$ cat config.mk
export PLATFORM = sky130hd
export DESIGN_NAME = gnpm_ram
export DESIGN_NICKNAME = d
export VERILOG_FILES = /design/src/hw/rtl/gnpm_ram.sv
export SDC_FILE = /design/constraint.sdc
export NUM_CORES = 1
export LEC_CHECK = 0
export ABC_AREA = 1
export ABC_CLOCK_PERIOD_IN_PS = 1400
export BUFFER_PORTS_ARGS = -buffer_cell sky130_fd_sc_hd__buf_2
export CAP_MARGIN = 20
export CORE_MARGIN = 2
export CORE_UTILIZATION = 40
export DETAILED_ROUTE_END_ITERATION = 12
export HOLD_SLACK_MARGIN = 0.08
export PLACE_DENSITY = 0.54
export SLEW_MARGIN = 30
export SYNTH_ARGS = -nofsm -noshare
export SYNTH_HDL_FRONTEND = slang
export SYNTH_SLANG_ARGS = --single-unit
$ cat constraint.sdc
create_clock -name clk -period 1.4 [get_ports clk]
set_clock_uncertainty 0.05 [all_clocks]
set_input_delay 0.14 -clock clk [delete_from_list [all_inputs] [get_ports clk]]
set_output_delay 0.14 -clock clk [all_outputs]
set_load 0.02 [all_outputs]
$ cat src/hw/rtl/gnpm_ram.sv
// generic single port write, single port read ram with registered read data
module gnpm_ram #(
	parameter int WIDTH = 8,
	parameter int DEPTH = 16
) (
	input  logic                     clk,
	input  logic                     we,
	input  logic [$clog2(DEPTH)-1:0] waddr,
	input  logic [WIDTH-1:0]         wdata,
	input  logic                     re,
	input  logic [$clog2(DEPTH)-1:0] raddr,
	output logic [WIDTH-1:0]         rdata
);

	logic [WIDTH-1:0] mem [DEPTH];

	always_ff @(posedge clk) begin
		if (we) begin
			mem[waddr] <= wdata;
		end
		if (re) begin
			rdata <= mem[raddr];
		end
	end

endmodule

==> impl_results.md, run 1 <==
* Status: finished clean
* Share of post-route cells with drive strength above 1 at 12.64%
* Crit path DAT at 1.32 ns
* Routed WL per cell at 17.01 um
* Netlist Area Pre-Place at 0.005847 mm^2
* Drt first-iter violations at 353
* Filler cell count at 1,339
* Placed instance area at 0.006284 mm^2
* Final setup violation count at 0
* Tmin final at 1.208 ns
* Area grow syn2layout at 17.74%
* Row count at 44
* Clock buffer depth at 2
* Synth warn at 0
* Hold_ws at 0.1029 ns
* Synth Instances at 551
* PwrDens at 1410 mW/mm^2
* Setup TNS at 0 ns
* Syn Nets at 570
* Slowest cell on the critical path: edfxtp_1
* Final Max Slew Viols at 0
* Critical R2R Launch: mem[13][3]
* Data required time of the worst path at 1.51 ns
* #FFs+latches synth at 136
* Reg2reg path depth at 6
* Clock latency on the worst-skew pair at 0.41 ns
* CP Class: flip-flop to flip-flop
* Largest net degree at the start of global routing at 63
* Post-place setup slack at -0.08058 ns
* Antenna violations before repair at 0
* Post-route insts no fill at 793
* Post-route clock period utilization at 86.26%
* CTS tree: yes
* Crit-path max FO at 1
* I/O pins at 27
* Worst Tran Pin Value at 0.6373 ns
* Antenna Diode Count at 0
* Sequential share of the synthesized area at 69.85%
* Setup crit start kind: flip-flop
* Cell leakage power at 2.968 nW
* Max-cap viol count at 0
* All-Layer GR Usage at 18.39%
* Slew Limit Headroom at 57.45%
* DRT Pass-1 Iters at 5
* I/O Buffers at 26
* Final instance area at 0.006884 mm^2
* First-pass GRT wire length at 21.73 mm
* Clk pin slew, worst setup/hold paths at 0.06 ns
* ANT nets after route at 0
* Die W at 124.9 um
* Worst setup margin at 0.1924 ns
* Cell breakdown of the critical path: inv_1 -> nand2_1 -> nand3_1 -> nand3_1 -> nand3_1 -> nand2_1
* Die height at 124.9 um
* Cell variety after synth at 11
* Final GP Congestion at 0.8058
* Post-CTS setup buffer count at 0
* Crit path launch: mem[13][3]
* Hold WC Path Type: primary input to flip-flop
* Final nets at 616
* DR vias at 3,794
* Sink Count at 136
* Resized Gates After CTS at 0
* Clk root buf: clkbuf_16
* CTS buffer count at 17
* DRC at 0
* RSZ-0062 raised after global routing: false
* Most frequent cell on the critical path: nand3_1
* Inst Count DP at 761
* Die area at 0.01560 mm^2
* Total Wirelength at 13.49 mm
* Fmax at 0.8281 GHz
* CTS H-tree depth at 4
* Global route total overflow at 0
* Worst VDD drop at 683.6 uV
* Vias in the first global route at 3,735
* Worst reg-to-reg setup slack at 0.19 ns
* RR Endpoint: rdata[3]
* Vias per cell at 4.784
* Final hold viol count at 0
* Critical path endpoint category: flip-flop
* Post-DP HPWL at 8.373 mm
* Core Area at 0.01442 mm^2
* Worst path max stage delay at 0.36 ns
* Initial Util at 40.54%
* CP endpoint: rdata[3]
* Avg Cell Area, Syn at 10.61 um^2
-- registers in the layout (all words and copies together), names as in the netlist --
name / count
rdata: 8
mem: 128
-- how the worst min path moves through the flow --
stage | cells past startpoint | start | endpoint | slack, ns
floorplan | 0 | wdata[0] | mem[0][0] | 0.19
global placement | 1 | re | rdata[4] | 0.47
detailed placement | 1 | re | rdata[4] | 0.47
CTS | 1 | wdata[5] | mem[3][5] | 0.10
global route | 1 | wdata[5] | mem[11][5] | 0.11
finish | 1 | wdata[5] | mem[10][5] | 0.10
-- report_power, final --
group,switching [W],internal (W),leakage [nW]
sequential,0.0000263,0.00459,1.24
combinational,0.000420,0.000181,1.45
clock,0.00156,0.00293,0.287
total,0.00201,0.00770,2.97
-- area by class of cell --
class                   instances  area [um^2]  share of cell area (%)
multi-input cells             289         1214                   17.63
clock buffers                  19        432.9                   6.289
flip-flops and latches        136         4084                   59.32
clock inverters                12        157.7                   2.290
repair buffers                 51        382.9                   5.562
well taps                     184        230.2                   3.344
inverters                     102        382.9                   5.562
-- per-layer routing --
metal	wire, um	global-route usage (%)
met1	6480	26.39
met2	6014	27.80
met5	0	0
met3	677	4.038
met4	318	6.601
-- cells in the final DEF (no fill, tap or decap), drive strengths merged, types with 2 or more instances in the layout --
cell type,Yosys,layout
edfxtp,136,136
buf,24,50
nor2,17,17
nand3b,2,2
inv,102,102
clkbuf,0,19
clkinv,0,7
nand2,173,173
nand3,97,97
bufinv,0,4
-- worst max-delay path, delay by kind of cell, from the launching register on --
kind / cells / cell delay, ns
and+or+nand+nor: 5 / 0.47
buffers and inverters: 1 / 0.08
DFF: 1 / 0.36
-- cell usage after synthesis --
| library cell | count | area share [%] |
|---|---|---|
| buf_6 | 6 | 1.2 |
| buf_1 | 1 | 0.064 |
| nand2_1 | 173 | 11 |
| edfxtp_1 | 136 | 70 |
| nor2_1 | 17 | 1.1 |
| nand3b_1 | 2 | 0.26 |
| buf_4 | 4 | 0.51 |
| nand3_1 | 97 | 8.3 |
| inv_2 | 2 | 0.13 |
| inv_1 | 100 | 6.4 |
| buf_2 | 13 | 1.1 |
-- logic make-up after synthesis --
family,synth area share [%]
AND/OR/NAND/NOR,20.76
flip-flops,69.85
buffers and inverters,9.394
-- repair_timing --
item | CTS | global route
endpoints found under the setup margin | 0 | 0
hold buffers | 1 | 0
hold endpoints to repair | 8 | 0
-- metrics by stage --
step                      total power [W]  utilization, %
final                            0.009708           47.73
after floorplan                  0.005040               -
after detailed placement         0.005305           43.56
after global routing              0.01002           47.73
after global placement           0.005302           43.56
after CTS                        0.009795           47.73
Power figures use the tool's default switching activity.
==> inputs of run 2 (changes only) <==
--- a/config.mk
+++ b/config.mk
@@ -6,7 +6,7 @@
 export NUM_CORES = 1
 export LEC_CHECK = 0
 export ABC_AREA = 1
-export ABC_CLOCK_PERIOD_IN_PS = 1400
+export ABC_CLOCK_PERIOD_IN_PS = 1270
 export BUFFER_PORTS_ARGS = -buffer_cell sky130_fd_sc_hd__buf_2
 export CAP_MARGIN = 20
 export CORE_MARGIN = 2
==> constraint.sdc (replaced) <==
create_clock -name clk -period 1.27 [get_ports clk]
set_clock_uncertainty 0.05 [all_clocks]
set_input_delay 0.127 -clock clk [delete_from_list [all_inputs] [get_ports clk]]
set_output_delay 0.127 -clock clk [all_outputs]
set_load 0.02 [all_outputs]
==> run 2 against run 1 <==
  * Register-to-register slack got worse by 0.15 ns
  * Clock-buffer cell count did not move
  * Core utilization barely moved
  * Sequential share of layout area barely moved
  * Hold slack got worse by 0.016 ns
  * Die area did not move
  * Final area barely moved
  * Clock power rose by 5.6%
  * Via count barely moved
==> impl_results.md, run 2 (same netlist as run 1, synthesis figures left out) <==
* Status: finished clean
* Filler cell count at 1,326
* Inst Count DP at 762
* Register area at 0.004084 mm^2
* Reg2reg path depth at 6
* I/O Buffers at 26
* Vias in the first global route at 3,818
* Final GP Congestion at 0.7982
* Biggest regs: mem: 128 flops, rdata: 8 flops
* Max FFs per register at 128
* GRT busiest layer: met1
* Met3 global-route usage at 3.909%
* Tmin final at 1.227 ns
* I/O pins at 27
* Post-route clock period utilization at 96.61%
* Clk pin slew, worst setup/hold paths at 0.05 ns
* Met2 Use GR at 27.03%
* DRC at 0
* GR Util met1 at 27.12%
* PwrDens at 1526 mW/mm^2
* Largest net degree at the start of global routing at 63
* Cell leakage power at 2.963 nW
* Area of the multi-input gates at 0.001229 mm^2
* DRT Pass-1 Iters at 5
* Final nets at 617
* Slew Limit Headroom at 59.04%
* Clock latency on the worst-skew pair at 0.40 ns
* Antenna violations before repair at 0
* Die W at 124.9 um
* Worst Tran Pin Value at 0.6135 ns
* Row count at 44
* Die area at 0.01560 mm^2
* Vias per cell at 4.780
* Total Wirelength at 13.62 mm
* Initial Util at 40.54%
* Hold Path Cell Cnt at 1
* Die height at 124.9 um
* Int Power at 0.008293 W
* Worst VDD drop at 843.8 uV
* Post-route insts no fill at 794
* Commonest non-fill, non-tap cells in the layout: nand2_1, edfxtp_1, inv_1
* Hold WC Path Type: primary input to flip-flop
* ANT nets after route at 0
* Final hold viol count at 0
* Clk pwr share at 45.2%
* Crit path DAT at 1.33 ns
* Critical path endpoint category: flip-flop
* Post-CTS setup buffer count at 0
* CTS buffer count at 17
* Clk root buf: clkbuf_16
* Switching Share at 21.07%
* Clock buffer depth at 2
* RSZ-0062 raised after global routing: false
* CTS tree: yes
* Most common cell after layout, fill and taps aside: nand2_1
* Data required time of the worst path at 1.37 ns
* Share of post-route cells with drive strength above 1 at 13.11%
* DR vias at 3,795
* Global route total overflow at 0
* Crit-path max FO at 1
* Final setup violation count at 0
* Max-cap viol count at 0
* CTS H-tree depth at 4
* Net switching power at 0.002214 W
* Worst setup margin at 0.04302 ns
* Final Util at 47.72%
* First-pass GRT wire length at 21.83 mm
* Area grow syn2layout at 17.72%
* Largest register by flop count: mem
* Post-place setup slack at -0.2088 ns
* Fmax at 0.8150 GHz
* Seq pwr share at 48.4%
* Antenna Diode Count at 0
* CP Class: flip-flop to flip-flop
* All-Layer GR Usage at 18.30%
* Drt first-iter violations at 418
* Setup crit start kind: flip-flop
* Gate power share at 6.4%
* Post-DP HPWL at 8.434 mm
* Final Max Slew Viols at 0
* Core Area at 0.01442 mm^2
* Routed WL per cell at 17.15 um
* Sink Count at 136
## run 2: power by group through the flow
stage / Sequential (W) / Combinational (W) / Clock [W]
2_1_floorplan: 0.00520 / 0.000354 / 0
3_3_place_gp: 0.00518 / 0.000665 / 0
3_5_place_dp: 0.00518 / 0.000670 / 0
4_1_cts: 0.00509 / 0.000678 / 0.00483
5_1_grt: 0.00510 / 0.000751 / 0.00502
6_report: 0.00509 / 0.000673 / 0.00474
## run 2: routing by layer
metal  share of wire, %  wire length [um]
met2                 45              6115
met3                6.3               855
met5                  0                 0
met4                1.6               221
met1                 47              6429
## run 2: path summary, 6_finish.rpt
path	slack, ns	start	end
setup / recovery	0.04	mem[9][3]	rdata[3]
hold / removal	0.09	wdata[5]	mem[2][5]
setup reg to reg	0.04	mem[9][3]	rdata[3]
hold reg to reg	0.71	mem[4][5]	rdata[5]
## run 2: what timing repair did
item                                    in CTS  in global routing
endpoints found under the setup margin       1                  2
gates resized for setup                      1                  2
pin swaps                                    0                  0
hold buffers                                 1                  0
endpoints found under the hold margin        8                  0
## run 2: critical path: stages (launching register included)
cell and delay [ns]:
edfxtp_1 0.36, inv_1 0.06, nand2_1 0.05, nand3_1 0.10
nand3_1 0.15, nand3_2 0.12, nand2_1 0.07
## run 2: area by class of cell
type / count / area share [%]
Clock buffer: 19 / 6.290
Sequential cell: 136 / 59.33
Timing Repair Buffer: 52 / 5.672
Inverter: 102 / 5.563
Multi-Input combinational cell: 289 / 17.85
Tap cell: 184 / 3.345
Clock inverter: 12 / 1.945
## run 2: stage by stage
| step | TNS [ns] | hold WS, ns | power, W | cell area [um^2] |
|---|---|---|---|---|
| final | 0 | 0.08664 | 0.01051 | 6883 |
| after global routing | 0 | 0.09423 | 0.01087 | 6883 |
| after CTS | 0 | 0.08107 | 0.01060 | 6873 |
| after detailed placement | -1.302 | 0.4686 | 0.005853 | 6291 |
| after global placement | -1.286 | 0.4617 | 0.005848 | 6291 |
| after floorplan | 0 | 0.1759 | 0.005555 | 5847 |
==> inputs of run 3 (changes only) <==
--- a/config.mk
+++ b/config.mk
@@ -9,11 +9,10 @@
 export ABC_CLOCK_PERIOD_IN_PS = 1270
 export BUFFER_PORTS_ARGS = -buffer_cell sky130_fd_sc_hd__buf_2
 export CAP_MARGIN = 20
-export CORE_MARGIN = 2
 export CORE_UTILIZATION = 40
 export DETAILED_ROUTE_END_ITERATION = 12
 export HOLD_SLACK_MARGIN = 0.08
-export PLACE_DENSITY = 0.54
+export PLACE_DENSITY = 0.67
 export SLEW_MARGIN = 30
 export SYNTH_ARGS = -nofsm -noshare
 export SYNTH_HDL_FRONTEND = slang
==> run 3 against run 2 <==
  * Combinational power decreased by 4.3%
  * Routed wire length decreased by 12%
  * Fmax is essentially flat
  * Worst setup slack worse by 0.00068 ns
  * Critical path type is now flip-flop to output pin
  * Clock-buffer cell count is 1 lower
  * Cell count increased by 0.76%
==> impl_results.md, run 3 (same netlist as run 1, synthesis figures left out) <==
* Status: finished clean
* I/O Buffers at 26
* ANT nets after route at 0
* Vias in the first global route at 3,871
* Slew Limit Headroom at 60.91%
* Vias per cell at 4.936
* Max-cap viol count at 0
* Setup crit start kind: flip-flop
* DRC at 0
* Critical path endpoint category: output pin
* CP endpoint: rdata[0]
* Delay-heaviest family, CP: flip-flops
* Reg2reg path depth at 6
* CTS H-tree depth at 4
* Final instance area at 0.006900 mm^2
* Hold WC Path Type: primary input to flip-flop
* CTS buffer count at 17
* Commonest non-fill, non-tap cells in the layout: nand2_1, edfxtp_1, inv_1
* Cell breakdown of the critical path: buf_2
* Final nets at 626
* Worst Tran Pin Value at 0.5855 ns
* I/O pins at 27
* HP Start: wdata[3]
* Largest register by flop count: mem
* Slowest cell on the critical path: edfxtp_1
* CP Class: flip-flop to output pin
* Cell leakage power at 2.992 nW
* Post-DP HPWL at 7.882 mm
* Sink Count at 136
* Initial Util at 41.48%
* Core Area at 0.01410 mm^2
* Clk root buf: clkbuf_16
* RSZ-0062 raised after global routing: false
* Antenna Diode Count at 0
* Worst reg-to-reg setup slack at 0.16 ns
* First-pass GRT wire length at 19.51 mm
* Int Power at 0.007899 W
* Biggest regs: mem: 128 flops, rdata: 8 flops
* Filler cell count at 1,269
* Final Max Slew Viols at 0
* Met3 WL at 798 um
* Crit path launch: rdata[0]
* All-Layer GR Usage at 17.75%
* Clock latency on the worst-skew pair at 0.41 ns
* Die W at 122.9 um
* Fmax at 0.8146 GHz
* DRT Pass-1 Iters at 5
* Die area at 0.01510 mm^2
* Drt first-iter violations at 301
* Met2 wire length at 5.581 mm
* Tmin final at 1.228 ns
* Largest net degree at the start of global routing at 53
* Seq pwr share at 50.6%
* Switching Share at 21.48%
* Worst path max stage delay at 0.44 ns
* DR vias at 3,949
* Total Wirelength at 12.03 mm
* Global route total overflow at 0
* Most common cell after layout, fill and taps aside: nand2_1
* Max FFs per register at 128
* Clk pwr share at 43.0%
* Metal-1 WL at 5.374 mm
* Gate power share at 6.4%
* Routed WL per cell at 15.03 um
* Row count at 43
* Worst VDD drop at 866.3 uV
* Clock buffer depth at 2
* Critical path depth in cells at 1
* Crit-path max FO at 1
* PwrDens at 1458 mW/mm^2
* Share of post-route cells with drive strength above 1 at 13.23%
* Placed instance area at 0.006301 mm^2
* CTS tree: yes
* RR Endpoint: rdata[7]
* Post-route clock period utilization at 96.67%
* CP Buf/Inv Count at 1
* Clk pin slew, worst setup/hold paths at 0.05 ns
* Antenna violations before repair at 0
* Data required time of the worst path at 1.09 ns
* Area grow syn2layout at 18.02%
* Post-CTS setup buffer count at 0
* Die height at 122.9 um
* Final Util at 48.95%
* Net switching power at 0.002160 W
* Final setup violation count at 0
* Final hold viol count at 0
* Crit path DAT at 1.05 ns
* Critical R2R Launch: mem[9][7]
* Final GP Congestion at 0.7923
* Top Layer Used: met4
-- run 3: cell types whose count changed in the layout (fill, tap and decap cells not counted) --
cell,before,now
dlygate4sd3_1,1,8
nand3_2,3,0
buf_4,20,22
bufinv_16,3,1
clkbuf_1,2,1
clkinv_2,2,9
clkinv_1,5,4
nand3_1,94,97
clkinvlp_4,2,0
-- run 3: repair_timing --
item / CTS / global route
hold buffers: 8 / 0
gates resized for setup: 0 / 0
endpoints found under the hold margin: 120 / 0
-- run 3: per-layer routing --
| layer | track usage [%] | vias up |
|---|---|---|
| met5 | 0 | - |
| met4 | 8.232 | 0 |
| met3 | 4.613 | 27 |
| met2 | 27.35 | 138 |
| met1 | 23.52 | 1894 |
| li1 | - | 1890 |
-- run 3: worst min-delay path by stage --
stage	depth (start not counted)	slack (ns)	to
2_1_floorplan	0	0.18	mem[0][0]
3_5_place_dp	1	0.45	rdata[7]
4_1_cts	1	0.09	mem[9][3]
5_1_grt	1	0.1	mem[8][3]
6_report	1	0.08	mem[9][3]
3_3_place_gp	1	0.45	rdata[7]
-- run 3: final cells by class --
| type | count | area [um^2] | area share (%) |
|---|---|---|---|
| Sequential cell | 136 | 4084 | 59.18 |
| Multi-Input combinational cell | 289 | 1214 | 17.59 |
| Timing Repair Buffer | 61 | 475.5 | 6.890 |
| Clock buffer | 18 | 429.2 | 6.219 |
| Inverter | 102 | 382.9 | 5.548 |
| Tap cell | 180 | 225.2 | 3.264 |
| Clock inverter | 14 | 90.09 | 1.306 |
-- run 3: metrics by stage --
step	std cells	hold slack (ns)	setup TNS [ns]	worst slack, ns	total power (W)
2_1_floorplan	551	0.1759	0	0.1422	0.005555
3_3_place_gp	760	0.4460	-0.2907	-0.08937	0.005799
3_5_place_dp	760	0.4489	-0.4872	-0.1256	0.005811
4_1_cts	800	0.08603	0	0.04349	0.01014
5_1_grt	800	0.09894	0	0.03150	0.01039
6_report	800	0.08117	0	0.04234	0.01006
-- run 3: power groups by stage --
| stage | clock, W | combinational (W) | sequential, W |
|---|---|---|---|
| 6_report | 0.00432 | 0.000644 | 0.00509 |
| 5_1_grt | 0.00457 | 0.000724 | 0.00510 |
| 4_1_cts | 0.00439 | 0.000649 | 0.00509 |
| 3_5_place_dp | 0 | 0.000627 | 0.00518 |
| 3_3_place_gp | 0 | 0.000618 | 0.00518 |
| 2_1_floorplan | 0 | 0.000354 | 0.00520 |
